## src/signed_integer_to_ascii_radix_assert.svh

```systemverilog
`ifndef SIGNED_INTEGER_TO_ASCII_RADIX_ASSERT_SVH
`define SIGNED_INTEGER_TO_ASCII_RADIX_ASSERT_SVH

// same-cycle implication, off during reset
`define SITOA_ASSERT_NOW(label, clk, rst, ante, cons) \
  label: assert property (@(posedge clk) disable iff (rst) (ante) |-> (cons)) \
    else $error("sitoa assertion failed");

// next-cycle implication, off during reset
`define SITOA_ASSERT_NEXT(label, clk, rst, ante, cons) \
  label: assert property (@(posedge clk) disable iff (rst) (ante) |=> (cons)) \
    else $error("sitoa assertion failed");

`endif

```

## src/sitoa_pkg.sv

```systemverilog
`timescale 1ns / 1ps
`default_nettype none

package sitoa_pkg;

  localparam int VALUE_BITS   = 64;
  localparam int BUF_DEPTH    = 64;
  localparam int ADDR_BITS    = $clog2(BUF_DEPTH);
  localparam int CNT_BITS     = $clog2(BUF_DEPTH + 1);
  localparam int DIGIT_BITS   = 4;
  localparam int RADIX_BITS   = 5;
  localparam int CHAR_BITS    = 8;
  localparam int DIV_STEPS    = 8;
  localparam int DIV_CYCLES   = (VALUE_BITS + DIV_STEPS - 1) / DIV_STEPS;
  localparam int DIV_W        = DIV_CYCLES * DIV_STEPS;
  localparam int DIV_CNT_BITS = $clog2(DIV_CYCLES + 1);

  localparam logic [RADIX_BITS-1:0] RADIX_MIN  = 5'd2;
  localparam logic [RADIX_BITS-1:0] RADIX_MAX  = 5'd16;
  localparam logic [CHAR_BITS-1:0]  CHAR_MINUS = 8'h2d;
  localparam logic [CHAR_BITS-1:0]  CHAR_NONE  = 8'h00;

  typedef struct packed {
    logic signed [63:0] value;
    logic [4:0]         radix;
  } request_t;

  typedef struct packed {
    logic [7:0] character;
    logic       last;
    logic       invalid;
  } result_t;

  typedef struct packed {
    logic                  start;
    logic [VALUE_BITS-1:0] dividend;
    logic [RADIX_BITS-1:0] divisor;
  } div_req_t;

  typedef struct packed {
    logic                  done;
    logic [VALUE_BITS-1:0] quotient;
    logic [DIGIT_BITS-1:0] remainder;
  } div_rsp_t;

  function automatic logic [CHAR_BITS-1:0] digit_char(input logic [DIGIT_BITS-1:0] d);
    logic [CHAR_BITS-1:0] c;
    if (d < 4'd10) begin
      c = 8'h30 + {4'h0, d};
    end else begin
      c = 8'h57 + {4'h0, d};
    end
    return c;
  endfunction

endpackage

`default_nettype wire

```

## src/sitoa_ram.sv

```systemverilog
`timescale 1ns / 1ps
`default_nettype none

module sitoa_ram #(
  parameter int WIDTH = 4,
  parameter int DEPTH = 64
) (
  input  wire logic                     clk,
  input  wire logic                     we,
  input  wire logic [$clog2(DEPTH)-1:0] waddr,
  input  wire logic [WIDTH-1:0]         wdata,
  input  wire logic [$clog2(DEPTH)-1:0] raddr,
  output logic      [WIDTH-1:0]         rdata
);

  logic [WIDTH-1:0] mem [DEPTH];

  always_ff @(posedge clk) begin
    if (we) begin
      mem[waddr] <= wdata;
    end
    rdata <= mem[raddr];
  end

endmodule

`default_nettype wire

```

## src/sitoa_div.sv

```systemverilog
`timescale 1ns / 1ps
`default_nettype none

module sitoa_div
  import sitoa_pkg::*;
(
  input  wire logic     clk,
  input  wire logic     rst,
  input  wire div_req_t req,
  output div_rsp_t      rsp
);

  logic [DIV_W-1:0]        work;
  logic [DIGIT_BITS-1:0]   rem;
  logic [RADIX_BITS-1:0]   divisor;
  logic [DIV_CNT_BITS-1:0] cyc;
  logic                    running;
  logic                    done;

  logic [DIV_W-1:0]        work_next;
  logic [DIGIT_BITS-1:0]   rem_next;

  // restoring division, DIV_STEPS quotient bits per cycle
  always_comb begin
    logic [DIGIT_BITS:0]   t;
    logic [DIGIT_BITS-1:0] r;
    logic [DIV_W-1:0]      w;
    r = rem;
    w = work;
    for (int i = 0; i < DIV_STEPS; i++) begin
      t = {r, w[DIV_W-1]};
      w = {w[DIV_W-2:0], 1'b0};
      if (t >= divisor) begin
        r    = DIGIT_BITS'(t - divisor);
        w[0] = 1'b1;
      end else begin
        r = t[DIGIT_BITS-1:0];
      end
    end
    work_next = w;
    rem_next  = r;
  end

  always_ff @(posedge clk) begin
    if (rst) begin
      running <= 1'b0;
      done    <= 1'b0;
      cyc     <= '0;
    end else begin
      done <= 1'b0;
      if (req.start && !running) begin
        work    <= DIV_W'(req.dividend);
        rem     <= '0;
        divisor <= req.divisor;
        cyc     <= DIV_CNT_BITS'(DIV_CYCLES);
        running <= 1'b1;
      end else if (running) begin
        work <= work_next;
        rem  <= rem_next;
        cyc  <= cyc - DIV_CNT_BITS'(1);
        if (cyc == DIV_CNT_BITS'(1)) begin
          running <= 1'b0;
          done    <= 1'b1;
        end
      end
    end
  end

  assign rsp.done      = done;
  assign rsp.quotient  = work[VALUE_BITS-1:0];
  assign rsp.remainder = rem;

endmodule

`default_nettype wire

```

## src/signed_integer_to_ascii_radix.sv

```systemverilog
`timescale 1ns / 1ps
`default_nettype none
`include "signed_integer_to_ascii_radix_assert.svh"

// A bad radix or the most negative value gives its single result, registered, while staying idle.
// Otherwise each digit takes a launch, a run of the 8-bit-per-cycle divider and a store; then the sign
// (for a negative value) and the digits follow at one per cycle.
// A new request is taken the cycle after the last character is registered; the receiver
// cannot stall. Digits sit in a 64x4 RAM, written low digit first and read back in reverse.
// Synchronous active-high reset returns to idle; the digit RAM is not cleared.
module signed_integer_to_ascii_radix
  import sitoa_pkg::*;
(
  input  wire logic     clk,
  input  wire logic     rst,
  input  wire logic     start,
  output logic          busy,
  input  wire request_t request,
  output logic          strobe,
  output result_t       result
);

  localparam logic [2:0] S_IDLE   = 3'd0;
  localparam logic [2:0] S_LAUNCH = 3'd1;
  localparam logic [2:0] S_WAIT   = 3'd2;
  localparam logic [2:0] S_SIGN   = 3'd3;
  localparam logic [2:0] S_EMIT   = 3'd4;

  logic [2:0]            state;
  logic [VALUE_BITS-1:0] quot;
  logic [RADIX_BITS-1:0] radix_reg;
  logic                  neg;
  logic [CNT_BITS-1:0]   cnt;
  logic [ADDR_BITS-1:0]  rptr;

  logic [VALUE_BITS-1:0] v;
  logic [VALUE_BITS-1:0] mag;
  logic                  is_neg;
  logic                  bad;

  div_req_t              div_req;
  div_rsp_t              div_rsp;
  logic                  ram_we;
  logic [ADDR_BITS-1:0]  ram_raddr;
  logic [DIGIT_BITS-1:0] ram_rdata;

  assign v      = request.value[VALUE_BITS-1:0];
  assign is_neg = v[VALUE_BITS-1];
  assign mag    = is_neg ? VALUE_BITS'(~v + VALUE_BITS'(1)) : v;
  assign bad    = (request.radix < RADIX_MIN) || (request.radix > RADIX_MAX) ||
                  (is_neg && (v[VALUE_BITS-2:0] == '0));

  assign busy = (state != S_IDLE);

  assign div_req.start    = (state == S_LAUNCH);
  assign div_req.dividend = quot;
  assign div_req.divisor  = radix_reg;

  sitoa_div u_div (
    .clk (clk),
    .rst (rst),
    .req (div_req),
    .rsp (div_rsp)
  );

  assign ram_we    = (state == S_WAIT) && div_rsp.done;
  assign ram_raddr = (state == S_SIGN) ? ADDR_BITS'(cnt - CNT_BITS'(1))
                                       : rptr - ADDR_BITS'(1);

  // last write lands before the first read, so no forwarding is needed
  sitoa_ram #(
    .WIDTH (DIGIT_BITS),
    .DEPTH (BUF_DEPTH)
  ) u_buf (
    .clk   (clk),
    .we    (ram_we),
    .waddr (cnt[ADDR_BITS-1:0]),
    .wdata (div_rsp.remainder),
    .raddr (ram_raddr),
    .rdata (ram_rdata)
  );

  always_ff @(posedge clk) begin
    if (rst) begin
      state  <= S_IDLE;
      strobe <= 1'b0;
      cnt    <= '0;
      neg    <= 1'b0;
      quot   <= '0;
    end else begin
      strobe <= 1'b0;
      unique case (state)
        S_IDLE: begin
          if (start) begin
            cnt <= '0;
            if (bad) begin
              result.character <= CHAR_NONE;
              result.last      <= 1'b1;
              result.invalid   <= 1'b1;
              strobe           <= 1'b1;
              neg              <= 1'b0;
              quot             <= '0;
            end else begin
              quot      <= mag;
              radix_reg <= request.radix;
              neg       <= is_neg;
              state     <= S_LAUNCH;
            end
          end
        end
        S_LAUNCH: begin
          state <= S_WAIT;
        end
        S_WAIT: begin
          if (div_rsp.done) begin
            quot <= div_rsp.quotient;
            cnt  <= cnt + CNT_BITS'(1);
            if ((div_rsp.quotient == '0) || (cnt == CNT_BITS'(BUF_DEPTH - 1))) begin
              state <= S_SIGN;
            end else begin
              state <= S_LAUNCH;
            end
          end
        end
        S_SIGN: begin
          if (neg) begin
            result.character <= CHAR_MINUS;
            result.last      <= 1'b0;
            result.invalid   <= 1'b0;
            strobe           <= 1'b1;
          end
          rptr  <= ADDR_BITS'(cnt - CNT_BITS'(1));
          state <= S_EMIT;
        end
        S_EMIT: begin
          result.character <= digit_char(ram_rdata);
          result.last      <= (rptr == '0);
          result.invalid   <= 1'b0;
          strobe           <= 1'b1;
          rptr             <= rptr - ADDR_BITS'(1);
          if (rptr == '0) begin
            state <= S_IDLE;
          end
        end
        default: begin
          state <= S_IDLE;
        end
      endcase
    end
  end

  `SITOA_ASSERT_NOW(a_invalid_single, clk, rst, strobe && result.invalid, result.last && (result.character == CHAR_NONE))
  `SITOA_ASSERT_NEXT(a_valid_goes_busy, clk, rst, start && !busy && !bad, busy)
  `SITOA_ASSERT_NOW(a_rem_below_radix, clk, rst, (state == S_WAIT) && div_rsp.done, {1'b0, div_rsp.remainder} < radix_reg)
  `SITOA_ASSERT_NOW(a_cnt_in_range, clk, rst, state != S_IDLE, cnt <= CNT_BITS'(BUF_DEPTH))

endmodule

`default_nettype wire

```

## config.mk

```make
export PLATFORM = sky130hd
export DESIGN_NAME = signed_integer_to_ascii_radix
export DESIGN_NICKNAME = d
export VERILOG_FILES = /design/src/sitoa_pkg.sv /design/src/sitoa_ram.sv /design/src/sitoa_div.sv /design/src/signed_integer_to_ascii_radix.sv
export VERILOG_INCLUDE_DIRS = /design/src /design/src/src
export SDC_FILE = /design/constraint.sdc
export NUM_CORES = 1
export LEC_CHECK = 0
export BUFFER_PORTS_ARGS = -buffer_cell sky130_fd_sc_hd__buf_2
export CAP_MARGIN = 30
export CORE_MARGIN = 3
export CORE_UTILIZATION = 50
export DETAILED_ROUTE_END_ITERATION = 16
export GPL_TIMING_DRIVEN = 0
export PLACE_DENSITY = 0.69
export SLEW_MARGIN = 40
export SYNTH_ARGS = -nofsm -noshare
export SYNTH_HDL_FRONTEND = slang
export SYNTH_HIERARCHICAL = 1
export SYNTH_SLANG_ARGS = --single-unit
```

## constraint.sdc

```tcl
create_clock -name clk -period 10.7 [get_ports clk]
set_input_delay 1.07 -clock clk [delete_from_list [all_inputs] [get_ports clk]]
set_output_delay 1.07 -clock clk [all_outputs]
set_load 0.1 [all_outputs]
```

== After elaboration in Yosys (flattened, before gate mapping) ==
Memories as Yosys holds them, arrays and structs flattened. A register that Yosys moved wholly into a read port is not among the register bits.
Cells that the tools add are included.

* Flip-flop bits (word level): 176
* RAM bits: 256
* Bits of input ports: 72
* Output and inout bits: 12
* Word-level logic and storage cells: 139
* Memories kept: 1

{| class="wikitable"
|+ Memories
! name !! words !! bits a word !! rd ports !! clocked after memory_dff !! write ports !! line !! RTL
|-
| u_buf.mem || 64 || 4 || 1 || 1 || 1 || sitoa_ram.sv:16 || <nowiki>logic [WIDTH-1:0] mem [DEPTH];</nowiki>
|}

* Add/sub/neg operators: 15
* Magnitude comparators: 11
* Equal/unequal tests: 12
* Muxes and demuxes: 53
* Bitwise logic cells: 4
* Reductions and logical operators: 26

{| class="wikitable"
|+ Operator list
! operator !! number
|-
| 64-bit two-way mux || 6
|-
| 64-bit one-hot mux with 2 select lines || 1
|-
| 64-bit by 1-bit adder with 64-bit output (second input constant) || 1
|-
| 64-bit logical NOT || 1
|-
| 64-bit NOT || 1
|-
| 63-bit logical NOT || 1
|-
| 4-bit two-way mux || 11
|-
| 5-bit >= comparator || 8
|-
| 4-bit subtractor || 8
|-
| 10-bit two-way mux || 3
|-
| 10-bit one-hot mux with 3 select lines || 1
|-
| 1-bit two-way mux || 18
|-
| 3-bit one-hot mux with 5 select lines || 1
|-
| 7-bit two-way mux || 2
|-
| 7-bit one-hot mux with 2 select lines || 1
|-
| 3-bit two-way mux || 4
|-
| 6-bit one-hot mux with 2 select lines || 1
|-
| 6-bit by 1-bit subtractor with 6-bit output (second input constant) || 2
|-
| 2-bit != test (second input constant) || 5
|-
| 7-bit by 4-bit adder with 8-bit output (first input constant) || 1
|-
| 8-bit two-way mux || 1
|-
| 2-bit AND reduction || 4
|-
| 4-bit AND reduction || 2
|-
| 6-bit by 4-bit adder with 7-bit output (first input constant) || 1
|-
| 26 further kinds || 36
|}

== Depth between registers and ports, before layout ==
Gate-level depths: netlist of run 1.

* Depth after elaboration: 18
* Depth in mapped cells: 52
* Gate-level depth less buffers: 50

== By module ==
The synthesis of run 1 kept the hierarchy.

{| class="wikitable"
|+ By module, submodules not included
! module !! instances !! cells an instance !! area each (um^2) !! sequential area each (um^2)
|-
| sitoa_ram || 1 || 521 || 10407.5 || 7767.4
|-
| signed_integer_to_ascii_radix || 1 || 645 || 5695.5 || 2122.0
|-
| sitoa_div || 1 || 537 || 4982.3 || 2312.2
|}

== Worst setup path before layout of run 1 ==
Ideal clock, no wire load.

* Path type: reg-to-reg
* Start: register u_div.rem[1]
* End: register u_div.rem[3], data pin
* Library setup time: 256 ps
* Arrival: 10099 ps
* Required time: 10444 ps
* Setup slack: 344 ps
* Cell stages (with the launch flop): 51
* Path buffers: 2
* Clock period less this slack: 10356 ps
* Cell sequence: edfxtp_1 -> ha_1 -> a21o_1 -> a31oi_1 -> o21ai_2 -> mux2_2 -> ha_1 -> nand2_1 -> o31ai_4 -> nand2_1 -> o21ai_1 -> inv_1 -> ha_1 -> a21o_1 -> a31oi_1 -> o21ai_2 -> nand2_1 -> o21ai_1 -> (+15 left out) -> ha_1 -> a21o_1 -> a31oi_1 -> o21ai_0 -> nor2_1 -> a21oi_1 -> ha_1 -> a21oi_1 -> o21ai_1 -> a31oi_1 -> o211ai_1 -> and2_1 -> ha_1 -> o21ai_0 -> and3b_1 -> o21ai_1 -> nor2_1 -> a22o_1

* Longest elaborated chain between the ends: 17
* Elaborated cells on any way between the ends: 25
* Classes of those cells: add/sub (8); order compare (8); mux (9)

{| class="wikitable"
|+ Ends and longest elaborated chain
! item !! line !! RTL
|-
| start, declared || sitoa_div.sv:14 || <nowiki>logic [DIGIT_BITS-1:0] rem;</nowiki>
|-
| start signal, assigned || sitoa_div.sv:59 || <nowiki>rem <= rem_next;</nowiki>
|-
| 4-bit subtractor or 5-bit >= comparator (tied branches) || sitoa_div.sv:34, sitoa_div.sv:33 ||
|-
| 4-bit two-way mux * || sitoa_div.sv:33 || <nowiki>if (t >= divisor) begin</nowiki>
|-
| 4-bit subtractor or 5-bit >= comparator (tied branches) || sitoa_div.sv:34, sitoa_div.sv:33 ||
|-
| 4-bit two-way mux * || sitoa_div.sv:33 ||
|-
| 5-bit >= comparator or 4-bit subtractor (tied branches) || sitoa_div.sv:33, sitoa_div.sv:34 ||
|-
| 4-bit two-way mux * || sitoa_div.sv:33 ||
|-
| 4-bit subtractor or 5-bit >= comparator (tied branches) || sitoa_div.sv:34, sitoa_div.sv:33 ||
|-
| 4-bit two-way mux * || sitoa_div.sv:33 ||
|-
| 4-bit subtractor or 5-bit >= comparator (tied branches) || sitoa_div.sv:34, sitoa_div.sv:33 ||
|-
| 4-bit two-way mux * || sitoa_div.sv:33 ||
|-
| 4-bit subtractor or 5-bit >= comparator (tied branches) || sitoa_div.sv:34, sitoa_div.sv:33 ||
|-
| 4-bit two-way mux * || sitoa_div.sv:33 ||
|-
| 5-bit >= comparator or 4-bit subtractor (tied branches) || sitoa_div.sv:33, sitoa_div.sv:34 ||
|-
| 4-bit two-way mux * || sitoa_div.sv:33 ||
|-
| 4-bit subtractor or 5-bit >= comparator (tied branches) || sitoa_div.sv:34, sitoa_div.sv:33 ||
|-
| 4-bit two-way mux * || sitoa_div.sv:33 ||
|-
| 4-bit two-way mux * || sitoa_div.sv:57 || <nowiki>end else if (running) begin</nowiki>
|}

Every way passes the cells marked *; elsewhere a longest branch is shown, timed or not. The select of a mux whose other input is x is not followed.
A chain may end at the register's enable or synchronous reset.

== Final worst setup path of run 1 ==
* Start: register u_div.work[63]
* End: register u_div.rem[3], data pin

* Longest elaborated chain between the ends: 17
* Elaborated cells on any way between the ends: 25
* Classes of those cells: add/sub (8); order compare (8); mux (9)

{| class="wikitable"
|+ Ends and longest elaborated chain
! item !! line !! RTL
|-
| start, declared || sitoa_div.sv:13 || <nowiki>logic [DIV_W-1:0] work;</nowiki>
|-
| start signal, assigned || sitoa_div.sv:52 || <nowiki>work <= DIV_W'(req.dividend);</nowiki>
|-
| start signal, assigned || sitoa_div.sv:58 || <nowiki>work <= work_next;</nowiki>
|-
| 4-bit subtractor or 5-bit >= comparator (tied branches) || sitoa_div.sv:34, sitoa_div.sv:33 ||
|-
| 4-bit two-way mux * || sitoa_div.sv:33 ||
|-
| 4-bit subtractor or 5-bit >= comparator (tied branches) || sitoa_div.sv:34, sitoa_div.sv:33 ||
|-
| 4-bit two-way mux * || sitoa_div.sv:33 ||
|-
| 4-bit subtractor or 5-bit >= comparator (tied branches) || sitoa_div.sv:34, sitoa_div.sv:33 ||
|-
| 4-bit two-way mux * || sitoa_div.sv:33 ||
|-
| 4-bit subtractor or 5-bit >= comparator (tied branches) || sitoa_div.sv:34, sitoa_div.sv:33 ||
|-
| 4-bit two-way mux * || sitoa_div.sv:33 ||
|-
| 5-bit >= comparator or 4-bit subtractor (tied branches) || sitoa_div.sv:33, sitoa_div.sv:34 ||
|-
| 4-bit two-way mux * || sitoa_div.sv:33 ||
|-
| 4-bit subtractor or 5-bit >= comparator (tied branches) || sitoa_div.sv:34, sitoa_div.sv:33 ||
|-
| 4-bit two-way mux * || sitoa_div.sv:33 ||
|-
| 4-bit subtractor or 5-bit >= comparator (tied branches) || sitoa_div.sv:34, sitoa_div.sv:33 ||
|-
| 4-bit two-way mux * || sitoa_div.sv:33 ||
|-
| 4-bit subtractor or 5-bit >= comparator (tied branches) || sitoa_div.sv:34, sitoa_div.sv:33 ||
|-
| 4-bit two-way mux * || sitoa_div.sv:33 ||
|-
| 4-bit two-way mux * || sitoa_div.sv:57 ||
|}

Marks and branches as above.

==> results.md, run 1 <==
- Outcome: finished, final reports clean
- Synth top area share: 0.497
- Reg-to-reg critical path endpoint: u_div/rem[3]$_SDFFCE_PP0P_
- Initial antenna violation count: 1
- Cell family with most CP delay: compound AO/OA/AOI/OAI gates
- H-tree depth: 2
- Ys async rst share: 0
- CTS tree: yes
- Initial cell density of the core: 0.512
- Largest regs: u_buf/mem (256), quot (64), u_div/work (64)
- Gpl congestion: 0.947
- Clock tree buffer depth: 3
- Max Fclk: 0.0991 GHz
- R2R Setup Slk: 600 ps
- Detail Placement HPWL: 40.4 mm
- Seq/Total Area, Yosys: 0.579
- Via count: 14900
- Worst path bufs/invs: 8
- Wire per inst: 22.6 um
- Congestion Overflow GR: 0
- Largest cells by area after synthesis: edfxtp_1 (50%), dfxtp_1 (8.2%), mux4_2 (4.9%)
- Placed insts: 2333
- Beginning of the worst register-to-register path: u_div/work[63]$_DFFE_PP_
- WP data arrival: 10410 ps
- Worst hold path depth: 0
- Flip-flop count of the largest register after layout: 256
- Clock-pin slew on the worst setup and hold paths: 60 ps
- Root Buffer: clkbuf_16
- Slew @ Worst Pin: 836 ps
- Final setup fails: 0
- Die area: 44700 um^2
- Class of the worst hold path: reg -> reg
- Routed vias/inst: 6.10
- Largest area contributor in the netlist: edfxtp_1
- Crit Path Class: reg -> reg
- Biggest register: u_buf/mem
- Worst Hold Launch: radix_reg[1]$_DFFE_PP_
- Layout overhead on the synthesized area: 14.9%
- Die X-Extent: 211 um
- GR Util All Layers: 0.245
- Cell Area, Synth: 21100 um^2
- Rel. slew slack: 0.440
- Syn_area_per_cell: 12.4 um^2
- Synth cell types: 77
- Pre-CTS setup slack: -1490 ps
- Post-Layout Cell Count: 2435
- Tmin final: 10100 ps
- CTS buffer count: 44
- Final Slew Violations: 0
- Nature of the critical path startpoint: register
- Total Nets Final: 1997
- 1st-pass router iterations: 6
- CP endpoint kind: register
- DRT iter0 DRCs: 1849
- Largest net degree at the start of global routing: 22
- Synth Register Bits: 435
- Worst Hold Path EP: u_div/divisor[1]$_DFFE_PP_
- Clock Sinks: 435
- Core area: 41200 um^2
- R2R depth: 52
- Max Cap Viol: 0
- Worst-path maximum fanout: 10
- Slowest cell on the critical path: edfxtp_1
- Number of global-route vias before repair: 14900
- Commonest non-fill, non-tap cell in the layout: edfxtp_1
- Antenna Cells: 0
- Post-synth EDFFs: 349
- Residual DRC: 0
- Total count of hold-check failures in the final report: 0
- Ratio of cells with drive above 1 in the final layout: 0.156
- Most frequent cells in the layout: edfxtp_1 (349), nand2_1 (222), nor2_1 (176)
- Global-route wire length before repair: 84.7 mm
- Rows: 74
- Port Buffers: 80
- Required time of the critical path: 11010 ps
- Routed Antenna Nets: 0
- Crit path largest cell delay: 450 ps
- Ys flop type: edfxtp_1
- Final WL: 55.0 mm
- Post-Syn Instances: 1703
- Setup Skew: 12.5 ps
- Fin worst setup slack: 605 ps
- Tcrit/Tclk final: 0.943
- # IOs: 84
- Post-Syn Nets: 1831
- Die H: 211 um
- Clk Latency, worst-skew pair: 560 ps
- Most frequent CP cell: ha_1
- Yosys warns: 6
## per-layer routing
metal	vias to the layer above	part of all wire	track usage	wire length, um
li1	6827	-	-	-
met1	7273	0.41	0.324	22500
met2	642	0.49	0.420	27000
met3	109	0.069	0.0381	3800
met4	2	0.031	0.0785	1700
met5	-	0.00031	0	17
## cell type report
cell class,count,area (um^2)
Fill cell,3246,17000
Sequential cell,435,12200
Multi-Input combinational cell,1125,8320
Clock buffer,54,1140
Timing Repair Buffer,120,825
Tap cell,532,666
Buffer,95,519
Clock inverter,26,363
Inverter,48,188
## synth_stat cells (all sizes together) (40+ instances only)
cell type,instances
xnor2,45
xor2,45
ha,48
a21oi,49
nor2,177
edfxtp,349
nand2,222
dfxtp,86
o21ai,40
mux4,65
a22oi,43
clkbuf,61
inv,47
## timing repair
action                                  4_1_cts  5_1_grt
setup buffers                                 7       15
endpoints found under the setup margin        5        5
hold endpoints to repair                      0        0
resized for setup                             8       17
pin swaps                                     3        6
hold buffers                                  0        0
## kinds of logic (layout without fill, tap and decap cells)
logic type,count (synthesis),after routing,share of synthesized area
AOI/OAI and AO/OA,296,296,0.0998
other,1,1,0.000178
and+or+nand+nor,588,588,0.128
buffers and inverters,143,343,0.0327
DFF,435,435,0.579
adders and majority gates,56,56,0.0361
muxes,94,94,0.0873
xor gates and xnor gates,90,90,0.0374
## stage by stage
stage	hold slack, ps	utilization	TNS (ps)	instance area, um^2
2_1_floorplan	400	-	0	21100
3_3_place_gp	403	0.538	-11160	22200
3_5_place_dp	408	0.545	-6830	22500
4_1_cts	422	0.584	0	24000
5_1_grt	426	0.588	-293	24200
6_report	421	0.588	0	24200
## worst max-delay path by stage
stage | depth (start not counted) | startpoint | slack, ps | end
floorplan | 50 | u_div/rem[1]$_SDFFCE_PP0P_ | 340 | u_div/rem[3]$_SDFFCE_PP0P_
global placement | 49 | u_div/rem[0]$_SDFFCE_PP0P_ | -2260 | u_div/rem[3]$_SDFFCE_PP0P_
detailed placement | 47 | u_div/divisor[1]$_DFFE_PP_ | -1490 | u_div/rem[3]$_SDFFCE_PP0P_
CTS | 49 | u_div/rem[1]$_SDFFCE_PP0P_ | 50 | u_div/rem[3]$_SDFFCE_PP0P_
global route | 52 | u_div/work[63]$_DFFE_PP_ | -90 | u_div/rem[3]$_SDFFCE_PP0P_
finish | 52 | u_div/work[63]$_DFFE_PP_ | 600 | u_div/rem[3]$_SDFFCE_PP0P_
Power of run 1 is left out: the tool's default activity adds up to more than one toggle a clock period on the data nets, which glitch-free logic cannot reach.
==> run 2, diff against run 1 <==
--- a/config.mk
+++ b/config.mk
@@ -8,6 +8,7 @@
 export LEC_CHECK = 0
 export BUFFER_PORTS_ARGS = -buffer_cell sky130_fd_sc_hd__buf_2
 export CAP_MARGIN = 30
+export CORE_ASPECT_RATIO = 1.25
 export CORE_MARGIN = 3
 export CORE_UTILIZATION = 50
 export DETAILED_ROUTE_END_ITERATION = 16
==> run 2 against run 1 <==
Effect of this change: register-to-register slack better by 20 ps; first-iteration DRC count down 14%; critical path depth decreased by 2; final cell count is 0.82% higher; wire length grew 2.6%; hold slack worse by 4.1 ps; cell area decreased by 0.42%; sequential share of layout area rose by 0.21 points; die area barely moved.
==> results.md, run 2 (synthesis results as in run 1) <==
- Outcome: finished, final reports clean
- Highest routed layer: met4
- Final WL: 56.5 mm (+2.6%)
- Commonest non-fill, non-tap cell in the layout: edfxtp_1
- Pre-CTS setup slack: -1300 ps (+196 ps)
- Final setup fails: 0 (unchanged)
- Nature of the critical path startpoint: register
- R2R Setup Slk: 630 ps (+20 ps)
- Flip-flop count of the largest register after layout: 256 (unchanged)
- Detail Placement HPWL: 41.8 mm (+3.4%)
- # IOs: 84 (unchanged)
- Slew @ Worst Pin: 857 ps (+20.5 ps)
- 1st-pass router iterations: 9 (+3)
- CTS buffer count: 42 (-4.5%)
- Total count of hold-check failures in the final report: 0 (unchanged)
- Biggest register: u_buf/mem
- Layout overhead on the synthesized area: 14.4%
- CP endpoint kind: register
- Rel. slew slack: 0.429 (-0.0111)
- Finished Core Util: 0.584 (-0.00433)
- Number of global-route vias before repair: 15000 (+0.64%)
- Routed Antenna Nets: 0 (unchanged)
- Beginning of the worst register-to-register path: u_div/rem[0]$_SDFFCE_PP0P_
- Setup Skew: 20.5 ps (+7.95 ps)
- CTS tree: yes
- Largest regs: u_buf/mem (256), quot (64), u_div/work (64)
- Placed inst area: 22500 um^2 (about the same)
- Wire per inst: 23.0 um (+1.8%)
- M1 wire length: 20.6 mm (-8.5%)
- Root Buffer: clkbuf_16
- DRT iter0 DRCs: 1596 (-14%)
- Slowest cell on the critical path: o31ai_4
- Largest net degree at the start of global routing: 22 (unchanged)
- Fillers: 3382 (+4.2%)
- Clock tree buffer depth: 3 (unchanged)
- Via count: 15200 (+2.1%)
- GR Util All Layers: 0.249 (+0.00373)
- Worst-path maximum fanout: 15 (+5)
- Ratio of cells with drive above 1 in the final layout: 0.158 (+0.00158)
- Clock-pin slew on the worst setup and hold paths: 60 ps (about the same)
- Clk Latency, worst-skew pair: 560 ps (about the same)
- Total Nets Final: 1999 (+0.10%)
- WP data arrival: 10380 ps (-30 ps)
- Crit path largest cell delay: 420 ps (-30 ps)
- Clock Sinks: 435 (unchanged)
- Required time of the critical path: 11000 ps (about the same)
- Tmin final: 10070 ps (-21.2 ps)
- Congestion Overflow GR: 0 (unchanged)
- Reg-to-reg critical path endpoint: u_div/rem[3]$_SDFFCE_PP0P_
- Initial antenna violation count: 0 (-1)
- Initial cell density of the core: 0.510 (-0.00161)
- Worst Hold Launch: radix_reg[2]$_DFFE_PP_
- R2R depth: 50 (-3.8%)
- Setup TNS: 0 ps (unchanged)
- Fin worst setup slack: 626 ps (+21.2 ps)
- Die X-Extent: 190 um (-10%)
- Residual DRC: 0 (unchanged)
- Worst hold path depth: 0 (unchanged)
- Crit path capture: u_div/rem[3]$_SDFFCE_PP0P_
- Final instance area: 24100 um^2 (-0.42%)
- Most frequent CP cell: ha_1
- Antenna Cells: 0 (unchanged)
- Die area: 44700 um^2 (about the same)
- Crit path from: u_div/rem[0]$_SDFFCE_PP0P_
- Core area: 41300 um^2 (+0.32%)
- Crit Path Class: reg -> reg
- Wire length on met3: 3.82 mm (+0.58%)
- Met2 WL: 29.2 mm (+8.3%)
- Routed vias/inst: 6.18 (+1.3%)
- Max Fclk: 0.0993 GHz (+0.21%)
- Die H: 236 um (+11%)
- Max Cap Viol: 0 (unchanged)
- Port Buffers: 80 (unchanged)
- Global-route wire length before repair: 86.0 mm (+1.5%)
- Gpl congestion: 0.916 (-3.3%)
- Rows: 83 (+12%)
- Final Slew Violations: 0 (unchanged)
- H-tree depth: 2 (unchanged)
- Class of the worst hold path: reg -> reg
- Most frequent cells in the layout: edfxtp_1 (349), nand2_1 (222), nor2_1 (175)
- Tcrit/Tclk final: 0.941 (-0.00198)
run 2: changes by cell type in the layout (fill, tap and decap cells not counted), moves of 2 or more:
cell / delta
buf_8: +6
bufinv_16: -6
buf_4: +4
buf_6: -4
clkbuf_1: +4
clkinv_1: -3
clkinv_2: +3
buf_16: -2
clkbuf_8: +2
mux2i_1: -2
mux2i_2: +2
run 2: metrics by stage:
step                      hold WS (ps)  cells
after floorplan                    400   1703
after global routing               423   2455
final                              417   2455
after global placement             402   2335
after CTS                          418   2435
after detailed placement           405   2352
run 2: area by class of cell:
class / instances / area [um^2] / area share
plain buffers: 95 / 518 / 0.0215
clock buffers: 59 / 1160 / 0.0479
clock inverters: 17 / 151 / 0.00628
inverters: 48 / 188 / 0.00778
multi-input cells: 1125 / 8370 / 0.347
flip-flops and latches: 435 / 12200 / 0.506
well taps: 552 / 691 / 0.0286
repair buffers: 124 / 845 / 0.0350
run 2: routing by layer:
layer / vias to the layer above / GRT usage
met1: 7443 / 0.303
met4: 0 / 0.103
li1: 6834 / -
met5: - / 0
met3: 174 / 0.0314
met2: 720 / 0.447
run 2: timing repair:
item,in CTS,in global routing
pin swaps,3,9
hold buffers,0,0
buffers inserted,7,20
endpoints found under the hold margin,0,0
resized for setup,9,25
setup endpoints to repair,5,5
run 2: critical path, delay by kind of cell (launching register included):
family	cells	cell delay (ps)
adders and majority gates	8	2570
AOI/OAI and AO/OA	26	4380
muxes	1	390
buffers and inverters	6	860
and+or+nand+nor	9	1230
DFF	1	400
run 2: worst min path at each step:
stage | to | slack, ps
6_report | u_div/divisor[2]$_DFFE_PP_ | 420
5_1_grt | u_div/divisor[3]$_DFFE_PP_ | 420
4_1_cts | u_div/divisor[2]$_DFFE_PP_ | 420
3_5_place_dp | u_div/divisor[2]$_DFFE_PP_ | 400
3_3_place_gp | u_div/divisor[4]$_DFFE_PP_ | 400
2_1_floorplan | u_div/divisor[0]$_DFFE_PP_ | 400
Power of run 2 is left out for the same reason.
